## src/design/bounded_deque_with_search_top_assert.svh

```systemverilog
// ---------------------------------------------------------------------------
// bounded deque assertion macros
// concurrent assertion wrappers, compiled out when SYNTH is defined
// ---------------------------------------------------------------------------
`ifndef BOUNDED_DEQUE_WITH_SEARCH_TOP_ASSERT_SVH
`define BOUNDED_DEQUE_WITH_SEARCH_TOP_ASSERT_SVH

`ifndef SYNTH
// same-cycle implication
`define BDQ_ASSERT_IMPL(lbl, clk, rst, ante, cons, msg) \
   lbl: assert property (@(posedge clk) disable iff (rst) (ante) |-> (cons)) \
      else $error(msg);
// next-cycle implication
`define BDQ_ASSERT_NEXT(lbl, clk, rst, ante, cons, msg) \
   lbl: assert property (@(posedge clk) disable iff (rst) (ante) |=> (cons)) \
      else $error(msg);
`else
`define BDQ_ASSERT_IMPL(lbl, clk, rst, ante, cons, msg)
`define BDQ_ASSERT_NEXT(lbl, clk, rst, ante, cons, msg)
`endif

`endif

```

## src/design/bdq_pkg.sv

```systemverilog
// ---------------------------------------------------------------------------
// bdq_pkg
// shared types and constants of the bounded deque with search
// ---------------------------------------------------------------------------
package bdq_pkg;

   localparam int DEPTH_DEFAULT = 16;
   localparam int DATA_W        = 32;
   localparam int OP_W          = 3;
   localparam int ST_W          = 2;
   localparam int REQ_W         = ((OP_W + DATA_W + 7) / 8) * 8;

   typedef enum logic [OP_W-1:0] {
      OP_PUSH_BACK    = 3'd0,
      OP_PUSH_FRONT   = 3'd1,
      OP_REMOVE_BACK  = 3'd2,
      OP_REMOVE_FRONT = 3'd3,
      OP_FIND         = 3'd4
   } opcode_type;

   typedef enum logic [ST_W-1:0] {
      ST_OK    = 2'd0,
      ST_FULL  = 2'd1,
      ST_EMPTY = 2'd2
   } status_type;

   typedef enum logic [2:0] {
      S_IDLE,
      S_EXEC,
      S_FETCH,
      S_SCAN,
      S_DONE
   } state_type;

   typedef struct packed {
      logic start;
      logic exec;
      logic fetch;
      logic scan;
      logic emit;
   } cmd_type;

   typedef struct packed {
      logic need_fetch;
      logic is_find;
      logic scan_end;
      logic out_free;
   } stat_type;

endpackage

```

## src/design/bdq_ram.sv

```systemverilog
// ---------------------------------------------------------------------------
// bdq_ram
// generic ram, one write port and one read port with registered read data
// ---------------------------------------------------------------------------
module bdq_ram #(
   parameter int WIDTH = 32,
   parameter int DEPTH = 16,
   localparam int AW   = (DEPTH > 1) ? $clog2(DEPTH) : 1
) (
   input  logic             clock,
   input  logic             wr_en,
   input  logic [AW-1:0]    wr_addr,
   input  logic [WIDTH-1:0] wr_data,
   input  logic             rd_en,
   input  logic [AW-1:0]    rd_addr,
   output logic [WIDTH-1:0] rd_data
);

   logic [WIDTH-1:0] mem_ff [DEPTH];
   logic [WIDTH-1:0] rd_data_ff;

   always_ff @(posedge clock) begin
      if (wr_en) begin
         mem_ff[wr_addr] <= wr_data;
      end
      if (rd_en) begin
         rd_data_ff <= mem_ff[rd_addr];
      end
   end

   assign rd_data = rd_data_ff;

endmodule

```

## src/design/bdq_ctrl.sv

```systemverilog
// ---------------------------------------------------------------------------
// bdq_ctrl
// sequencer: accept, execute, optional fetch or scan, then hand off result
// ---------------------------------------------------------------------------
module bdq_ctrl (
   input  logic              clock,
   input  logic              reset,
   input  logic              req_tvalid,
   output logic              req_tready,
   input  bdq_pkg::stat_type stat,
   output bdq_pkg::cmd_type  cmd
);

   import bdq_pkg::*;

   state_type state_ff;
   state_type state_in;

   always_ff @(posedge clock) begin
      if (reset) begin
         state_ff <= S_IDLE;
      end else begin
         state_ff <= state_in;
      end
   end

   always_comb begin
      state_in = state_ff;
      case (state_ff)
         S_IDLE: begin
            if (req_tvalid) state_in = S_EXEC;
         end
         S_EXEC: begin
            if (stat.need_fetch) state_in = S_FETCH;
            else if (stat.is_find) state_in = S_SCAN;
            else state_in = S_DONE;
         end
         S_FETCH: begin
            state_in = S_DONE;
         end
         S_SCAN: begin
            if (stat.scan_end) state_in = S_DONE;
         end
         S_DONE: begin
            if (stat.out_free) state_in = S_IDLE;
         end
         default: begin
            state_in = S_IDLE;
         end
      endcase
   end

   always_comb begin
      cmd        = '0;
      req_tready = 1'b0;
      case (state_ff)
         S_IDLE: begin
            req_tready = 1'b1;
            cmd.start  = req_tvalid;
         end
         S_EXEC: begin
            cmd.exec = 1'b1;
         end
         S_FETCH: begin
            cmd.fetch = 1'b1;
         end
         S_SCAN: begin
            cmd.scan = 1'b1;
         end
         S_DONE: begin
            cmd.emit = stat.out_free;
         end
         default: begin
            cmd = '0;
         end
      endcase
   end

endmodule

```

## src/design/bdq_dpath.sv

```systemverilog
// ---------------------------------------------------------------------------
// bdq_dpath
// ring pointers, cached end values, search pipeline and result register
// ---------------------------------------------------------------------------
`include "bounded_deque_with_search_top_assert.svh"

module bdq_dpath #(
   parameter int DEPTH = bdq_pkg::DEPTH_DEFAULT,
   localparam int CW   = $clog2(DEPTH + 1),
   localparam int RSP_W = ((2 * bdq_pkg::DATA_W + CW + 2 + bdq_pkg::ST_W + 7) / 8) * 8
) (
   input  logic                     clock,
   input  logic                     reset,
   input  bdq_pkg::cmd_type         cmd,
   output bdq_pkg::stat_type        stat,
   input  logic [bdq_pkg::REQ_W-1:0] req_tdata,
   output logic                     rsp_tvalid,
   input  logic                     rsp_tready,
   output logic [RSP_W-1:0]         rsp_tdata
);

   import bdq_pkg::*;

   localparam int AW = (DEPTH > 1) ? $clog2(DEPTH) : 1;

   // base + off, both below DEPTH, folded back into the ring
   function automatic logic [AW-1:0] wrap_add(input logic [AW-1:0] base,
                                              input logic [CW-1:0] off);
      logic [CW:0] s;
      s = (CW+1)'(base) + (CW+1)'(off);
      if (s >= (CW+1)'(DEPTH)) s = s - (CW+1)'(DEPTH);
      return s[AW-1:0];
   endfunction

   opcode_type        op_ff, op_in;
   logic [DATA_W-1:0] val_ff, val_in;
   logic [AW-1:0]     front_ff, front_in;
   logic [CW-1:0]     count_ff, count_in;
   logic [DATA_W-1:0] front_val_ff, front_val_in;
   logic [DATA_W-1:0] back_val_ff, back_val_in;
   logic              found_ff, found_in;
   status_type        status_ff, status_in;
   logic [CW-1:0]     scan_ff, scan_in;
   logic              cmp_pend_ff, cmp_pend_in;
   logic              load_front_ff, load_front_in;
   logic              rsp_valid_ff, rsp_valid_in;
   logic [RSP_W-1:0]  rsp_data_ff, rsp_data_in;

   logic              wr_en;
   logic [AW-1:0]     wr_addr;
   logic              rd_en;
   logic [AW-1:0]     rd_addr;
   logic [DATA_W-1:0] rd_data;

   logic              full;
   logic              empty;
   logic              fetch_need;
   logic              hit;
   logic              issue;
   logic              out_free;
   logic [AW-1:0]     front_dec;
   logic [DATA_W-1:0] out_front;
   logic [DATA_W-1:0] out_back;

   bdq_ram #(
      .WIDTH (DATA_W),
      .DEPTH (DEPTH)
   ) u_ram (
      .clock   (clock),
      .wr_en   (wr_en),
      .wr_addr (wr_addr),
      .wr_data (val_ff),
      .rd_en   (rd_en),
      .rd_addr (rd_addr),
      .rd_data (rd_data)
   );

   assign full       = (count_ff == CW'(DEPTH));
   assign empty      = (count_ff == '0);
   assign front_dec  = (front_ff == '0) ? AW'(DEPTH - 1) : front_ff - AW'(1);
   assign fetch_need = ((op_ff == OP_REMOVE_BACK) || (op_ff == OP_REMOVE_FRONT)) &&
                       (count_ff >= CW'(2));
   // compare follows the read in the next cycle, on the registered read data
   assign hit        = cmp_pend_ff && (rd_data == val_ff);
   assign issue      = cmd.scan && !hit && (scan_ff < count_ff);
   assign out_free   = !rsp_valid_ff || rsp_tready;

   assign stat.need_fetch = fetch_need;
   assign stat.is_find    = (op_ff == OP_FIND);
   assign stat.scan_end   = hit || ((scan_ff >= count_ff) && !cmp_pend_ff);
   assign stat.out_free   = out_free;

   always_comb begin
      op_in         = op_ff;
      val_in        = val_ff;
      front_in      = front_ff;
      count_in      = count_ff;
      front_val_in  = front_val_ff;
      back_val_in   = back_val_ff;
      found_in      = found_ff;
      status_in     = status_ff;
      scan_in       = scan_ff;
      cmp_pend_in   = cmp_pend_ff;
      load_front_in = load_front_ff;
      wr_en         = 1'b0;
      wr_addr       = front_ff;
      rd_en         = 1'b0;
      rd_addr       = front_ff;

      if (cmd.start) begin
         op_in  = opcode_type'(req_tdata[OP_W-1:0]);
         val_in = req_tdata[OP_W +: DATA_W];
      end

      if (cmd.exec) begin
         found_in    = 1'b0;
         status_in   = ST_OK;
         scan_in     = '0;
         cmp_pend_in = 1'b0;
         case (op_ff)
            OP_PUSH_BACK: begin
               if (full) begin
                  status_in = ST_FULL;
               end else begin
                  wr_en       = 1'b1;
                  wr_addr     = wrap_add(front_ff, count_ff);
                  count_in    = count_ff + CW'(1);
                  back_val_in = val_ff;
                  if (empty) front_val_in = val_ff;
               end
            end
            OP_PUSH_FRONT: begin
               if (full) begin
                  status_in = ST_FULL;
               end else begin
                  wr_en        = 1'b1;
                  wr_addr      = front_dec;
                  front_in     = front_dec;
                  count_in     = count_ff + CW'(1);
                  front_val_in = val_ff;
                  if (empty) back_val_in = val_ff;
               end
            end
            OP_REMOVE_BACK: begin
               if (empty) begin
                  status_in = ST_EMPTY;
               end else begin
                  count_in      = count_ff - CW'(1);
                  rd_en         = fetch_need;
                  rd_addr       = wrap_add(front_ff, count_ff - CW'(2));
                  load_front_in = 1'b0;
               end
            end
            OP_REMOVE_FRONT: begin
               if (empty) begin
                  status_in = ST_EMPTY;
               end else begin
                  front_in      = wrap_add(front_ff, CW'(1));
                  count_in      = count_ff - CW'(1);
                  rd_en         = fetch_need;
                  rd_addr       = wrap_add(front_ff, CW'(1));
                  load_front_in = 1'b1;
               end
            end
            default: begin
            end
         endcase
      end

      if (cmd.fetch) begin
         if (load_front_ff) front_val_in = rd_data;
         else back_val_in = rd_data;
      end

      if (cmd.scan) begin
         rd_en       = issue;
         rd_addr     = wrap_add(front_ff, scan_ff);
         cmp_pend_in = issue;
         if (issue) scan_in = scan_ff + CW'(1);
         if (hit) found_in = 1'b1;
      end
   end

   assign out_front   = empty ? '0 : front_val_ff;
   assign out_back    = empty ? '0 : back_val_ff;
   assign rsp_data_in = RSP_W'({status_ff, found_ff, empty, count_ff, out_back, out_front});

   always_comb begin
      rsp_valid_in = rsp_valid_ff;
      if (cmd.emit) rsp_valid_in = 1'b1;
      else if (rsp_tready) rsp_valid_in = 1'b0;
   end

   always_ff @(posedge clock) begin
      if (reset) begin
         front_ff     <= '0;
         count_ff     <= '0;
         scan_ff      <= '0;
         cmp_pend_ff  <= 1'b0;
         rsp_valid_ff <= 1'b0;
      end else begin
         front_ff     <= front_in;
         count_ff     <= count_in;
         scan_ff      <= scan_in;
         cmp_pend_ff  <= cmp_pend_in;
         rsp_valid_ff <= rsp_valid_in;
      end
   end

   always_ff @(posedge clock) begin
      op_ff         <= op_in;
      val_ff        <= val_in;
      front_val_ff  <= front_val_in;
      back_val_ff   <= back_val_in;
      found_ff      <= found_in;
      status_ff     <= status_in;
      load_front_ff <= load_front_in;
      if (cmd.emit) rsp_data_ff <= rsp_data_in;
   end

   assign rsp_tvalid = rsp_valid_ff;
   assign rsp_tdata  = rsp_data_ff;

   `BDQ_ASSERT_IMPL(a_count_bound, clock, reset, 1'b1, count_ff <= CW'(DEPTH), "fill count above depth")
   `BDQ_ASSERT_IMPL(a_scan_bound, clock, reset, 1'b1, scan_ff <= count_ff, "scan index past fill count")
   `BDQ_ASSERT_NEXT(a_push_full, clock, reset, cmd.exec && full && ((op_ff == OP_PUSH_BACK) || (op_ff == OP_PUSH_FRONT)), (status_ff == ST_FULL) && $stable(count_ff) && $stable(front_ff), "push on full deque changed state")
   `BDQ_ASSERT_NEXT(a_remove_empty, clock, reset, cmd.exec && empty && ((op_ff == OP_REMOVE_BACK) || (op_ff == OP_REMOVE_FRONT)), (status_ff == ST_EMPTY) && $stable(count_ff) && $stable(front_ff), "remove on empty deque changed state")

endmodule

```

## src/design/bounded_deque_with_search_top.sv

```systemverilog
// ---------------------------------------------------------------------------
// bounded_deque_with_search_top
// bounded double-ended queue of signed 32-bit values with a linear search
// ---------------------------------------------------------------------------
// usage:
//   req channel carries one command per transfer: opcode (push back, push
//   front, remove back, remove front, find) and a 32-bit value. every command
//   gives exactly one rsp transfer with the front and back values, count,
//   empty flag, found flag and status (ok, dropped on full, remove on empty).
//   one command is in flight at a time; req_tready is high while the
//   sequencer waits for the next command, also while a result still sits in
//   the output register.
//   after a request transfer the sequencer runs an execute step. a remove
//   that leaves the deque non-empty adds a fetch step that reloads the new
//   end value from the ring memory; pushes, removes that empty the deque or
//   hit an empty deque, and unused opcodes add none. a find adds a scan that
//   stops on the first match or after the last entry, one entry per cycle
//   through the memory read port, before the result is loaded for hand-off.
//   a new command is taken the cycle after the result is loaded.
//   reset empties the deque at once; no clearing pass is needed.
//   when the receiver stalls, the result holds in the output register, one
//   more command can be taken and run, and it waits before hand-off.
// ---------------------------------------------------------------------------
module bounded_deque_with_search_top #(
   parameter int DEPTH  = bdq_pkg::DEPTH_DEFAULT,
   localparam int CW    = $clog2(DEPTH + 1),
   localparam int RSP_W = ((2 * bdq_pkg::DATA_W + CW + 2 + bdq_pkg::ST_W + 7) / 8) * 8
) (
   input  logic                      clock,
   input  logic                      reset,
   input  logic                      req_tvalid,
   output logic                      req_tready,
   // opcode [2:0], value [34:3], zero fill above
   input  logic [bdq_pkg::REQ_W-1:0] req_tdata,
   output logic                      rsp_tvalid,
   input  logic                      rsp_tready,
   // front_value, back_value, count, is_empty, found, status, zero fill above
   output logic [RSP_W-1:0]          rsp_tdata
);

   import bdq_pkg::*;

   cmd_type  cmd;
   stat_type stat;

   bdq_ctrl u_ctrl (
      .clock      (clock),
      .reset      (reset),
      .req_tvalid (req_tvalid),
      .req_tready (req_tready),
      .stat       (stat),
      .cmd        (cmd)
   );

   bdq_dpath #(
      .DEPTH (DEPTH)
   ) u_dpath (
      .clock      (clock),
      .reset      (reset),
      .cmd        (cmd),
      .stat       (stat),
      .req_tdata  (req_tdata),
      .rsp_tvalid (rsp_tvalid),
      .rsp_tready (rsp_tready),
      .rsp_tdata  (rsp_tdata)
   );

endmodule
```

## config.mk

```make
export PLATFORM = sky130hd
export DESIGN_NAME = bounded_deque_with_search_top
export DESIGN_NICKNAME = d
export VERILOG_FILES = /design/src/design/bdq_pkg.sv /design/src/design/bdq_ram.sv /design/src/design/bdq_ctrl.sv /design/src/design/bdq_dpath.sv /design/src/design/bounded_deque_with_search_top.sv
export VERILOG_INCLUDE_DIRS = /design/src /design/src/design
export SDC_FILE = /design/constraint.sdc
export NUM_CORES = 1
export LEC_CHECK = 0
export BUFFER_PORTS_ARGS = -buffer_cell sky130_fd_sc_hd__buf_2
export CAP_MARGIN = 20
export CORE_AREA = 2 2 293 295
export DETAILED_ROUTE_END_ITERATION = 7
export DIE_AREA = 0 0 295 297
export GPL_ROUTABILITY_DRIVEN = 0
export HOLD_SLACK_MARGIN = 0.02
export REMOVE_ABC_BUFFERS = 1
export SKIP_CTS_REPAIR_TIMING = 1
export SLEW_MARGIN = 20
export SYNTH_ARGS = -nofsm -noshare
export SYNTH_HDL_FRONTEND = slang
export SYNTH_HIERARCHICAL = 1
export SYNTH_SLANG_ARGS = --single-unit
```

## constraint.sdc

```tcl
create_clock -name clock -period 13.47 [get_ports clock]
set_input_delay 0.6735 -clock clock [delete_from_list [all_inputs] [get_ports clock]]
set_output_delay 0.6735 -clock clock [all_outputs]
set_load 0.01 [all_outputs]
```

==> qor.yml <==
run_status:
  status: "completed"
power:
  p_per_area_nw_per_um2: 171.6
  irDropWorstVdd_mv: 0.09480
  power_leakage_nw: 11.27
sta:
  fin_hold_ws_ps: 204.0
  setup_viol: 0
  maxSlewHeadroom: 0.2495
  worst_pin_slew_ps: 1126
  rsz0062_at_grt: "no"
  slew_viol_final: 0
  max_clock_freq_ghz: 0.1659
  fin_crit_sh: 0.4474
  finalHoldViolCount: 0
  clock_skew_ps: 42.58
  finalCriticalPeriod_ps: 6026
setup_path:
  worst-r2r-cell-count: 12
  worstPathRequired_ps: 13850
  reg2reg_setup_slack_ps: 7440
  path_class: "reg -> reg"
  worstReg2RegEnd: "u_dpath/u_ram/rd_data[8]$_DFFE_PP_"
  end_kind: "flop"
  critPathLaunchType: "flop"
  crit_start: "u_dpath/count_ff[4]$_SDFFE_PP0P_"
  crit_arrival_ps: 6400
  rr_startpoint: "u_dpath/count_ff[4]$_SDFFE_PP0P_"
  crit_path_end: "u_dpath/u_ram/rd_data[8]$_DFFE_PP_"
  crit_path_max_fanout: 68
clocking:
  htree_levels: 3
  clock-root-buffer: "clkbuf_16"
  clk_latency_ps: 650
  numCtsBuffers: 78
  cts.sinks: 739
  clk_path_buf_depth: 3
  cts_tree: "done"
  clk_pin_slew_worst_paths_ps: 60
routing:
  post-route-drc-count: 0
  dr.pass1.iters: 5
  antenna_left: 0
  wirelength_mm: 69.36
  avgViaCountPerCell: 5.141
  drtIter0Drc: 1627
  detail_route.wl_per_cell_um: 23.02
  via_count: 15490
cells_and_area:
  diodes: 0
  final_net_count: 1872
  layout.cells.non_filler: 3013
  layout-drive-gt1-share: 0.2376
  mostFrequentLayoutCell: "edfxtp_1"
  final_cell_mix: "edfxtp_1 (655), mux4_2 (128), nand2_1 (115)"
  syn2layout_area_growth_pct: 15.85
placed_design:
  place_hpwl_mm: 36.70
  dp.cells: 2868
  io_buffer_count: 113
yosys:
  syn_inst: 1666
  synth_area_leaders: "edfxtp_1 (67%), mux4_2 (9.9%), dfxtp_1 (5.7%)"
  yosysUniqueCellTypes: 65
  synth-edff-count: 655
  synth_top_cell_area_share: 0.6725
  yosys.area.top_type: "edfxtp_1"
  syn_area_per_cell_um2: 17.56
  ys_ff_latch: 739
  async_flop_share: 0
  ys_seq_area_frac: 0.7300
  syn-cell-area_um2: 29250
  synth-main-ff-cell: "edfxtp_1"
  yosysWarnings: 6
grt:
  antenna_found_initial: 2
  track_usage: 0.1588
  grt_pass1_wl_mm: 103.0
  grt_pass1_vias: 15950
  grt_max_degree: 75
  gr-total-overflow: 0
flow_run:
  drv_cap: 0
die:
  fp.dieArea_um2: 87620
  fp.dieW_um: 295
  ios: 126
  core_um2: 84480
  initial_utilization: 0.3462
  placementRows: 107
  die_h_um: 297
min_path:
  hp-class: "in -> reg"
[power breakdown]
group | leakage [nW] | internal, mW | total, mW | switching, mW
clock network | 1.30 | 1.29 | 2.21 | 0.920
registers | 6.64 | 2.76 | 2.92 | 0.160
logic | 3.33 | 0.292 | 0.686 | 0.394
total | 11.3 | 4.34 | 5.81 | 1.47
[layer usage]
metal / routed length (um) / vias to the layer above / track usage
li1: - / 6832 / -
met5: 0 / - / 0
met4: 1502 / 0 / 0.04458
met2: 32240 / 558 / 0.2472
met1: 30840 / 7995 / 0.2268
met3: 4775 / 106 / 0.03116
[worst max-delay path, cell delays in order, from the launching register on]
cell and delay [ps]:
dfxtp_1 750, inv_1 360, nand2_2 430, buf_4 560, clkinv_1 420, nor2_1 350
o211ai_1 170, o21ai_4 100, buf_4 850, buf_4 880, mux4_2 420, a22oi_1 260
nand2_1 80
[sequential cells by signal (all words and copies together), names as in the netlist, 2 cells and up]
name                   count
u_dpath/u_ram/mem_ff     512
u_dpath/rsp_tdata         73
u_dpath/back_val_ff       32
u_dpath/front_val_ff      32
u_dpath/u_ram/rd_data     32
u_dpath/val_ff            32
u_dpath/count_ff           5
u_dpath/scan_ff            5
u_dpath/front_ff           4
u_ctrl/state_ff            3
u_dpath/op_ff              3
u_dpath/status_ff          2
[through the flow]
step / utilization / instance area (um2) / power, mW / setup TNS [ps] / setup slack (ps)
after floorplan: - / 28760 / 3.507 / -201020 / -6282
after global placement: 0.3693 / 31200 / 3.628 / 0 / 7454
after detailed placement: 0.3693 / 31200 / 3.660 / 0 / 7362
after CTS: 0.4010 / 33880 / 5.888 / 0 / 7343
after global routing: 0.4011 / 33880 / 6.062 / 0 / 6873
final: 0.4011 / 33880 / 5.814 / 0 / 7444
[area by class of cell]
cell class	count	area, um2
clock buffer	94	2082
clock inverter	51	596.8
fill	7573	50600
inverter	23	86.33
multi-input combinational	812	7487
sequential	739	21350
tap	1144	1431
timing repair buffer	150	847.1
[cells in the mapped netlist (all sizes together) (2+ instances only)]
| cell | count |
|---|---|
| a2111oi | 2 |
| a211oi | 5 |
| a21o | 6 |
| a21oi | 29 |
| a221oi | 2 |
| a22oi | 64 |
| a31oi | 5 |
| and2 | 67 |
| buf | 49 |
| clkbuf | 49 |
| dfxtp | 84 |
| edfxtp | 655 |
| fa | 4 |
| ha | 20 |
| inv | 22 |
| mux2i | 58 |
| mux4 | 128 |
| nand2 | 116 |
| nand2b | 9 |
| nand3 | 11 |
| nand3b | 4 |
| nand4 | 4 |
| nand4b | 2 |
| nor2 | 52 |
| nor2b | 5 |
| nor3 | 21 |
| nor4 | 8 |
| o211ai | 9 |
| o21ai | 87 |
| o22ai | 9 |
| o31ai | 8 |
| o32a | 2 |
| o32ai | 2 |
| or4 | 4 |
| xnor2 | 15 |
| xor2 | 31 |
[worst min-delay path by stage]
stage                                 endpoint                      startpoint  cells past startpoint
5_1_grt           u_dpath/val_ff[31]$_DFFE_PP_                   req_tdata[34]                      1
6_report           u_dpath/val_ff[9]$_DFFE_PP_                   req_tdata[12]                      1
2_1_floorplan  u_dpath/rsp_tdata[71]$_DFFE_PP_  u_dpath/status_ff[0]$_DFFE_PP_                      0
3_3_place_gp   u_dpath/rsp_tdata[72]$_DFFE_PP_  u_dpath/status_ff[1]$_DFFE_PP_                      0
3_5_place_dp   u_dpath/rsp_tdata[70]$_DFFE_PP_        u_dpath/found_ff$_DFF_P_                      0
4_1_cts            u_dpath/val_ff[5]$_DFFE_PP_                    req_tdata[8]                      1
[logic make-up (layout without fill, tap and decap cells)]
family	after synthesis	in the layout	share of synthesized area
other	1	7	0.0001282
AO/OA/AOI/OAI	239	239	0.05232
XOR/XNOR	46	46	0.01378
multiplexers	187	187	0.1188
buffers and inverters	121	318	0.02045
adder cells (fa/ha/maj)	24	24	0.01129
flip-flops	739	739	0.7300
AND/OR/NAND/NOR	309	309	0.05322
Note: power is estimated with default switching activity, not from simulation.
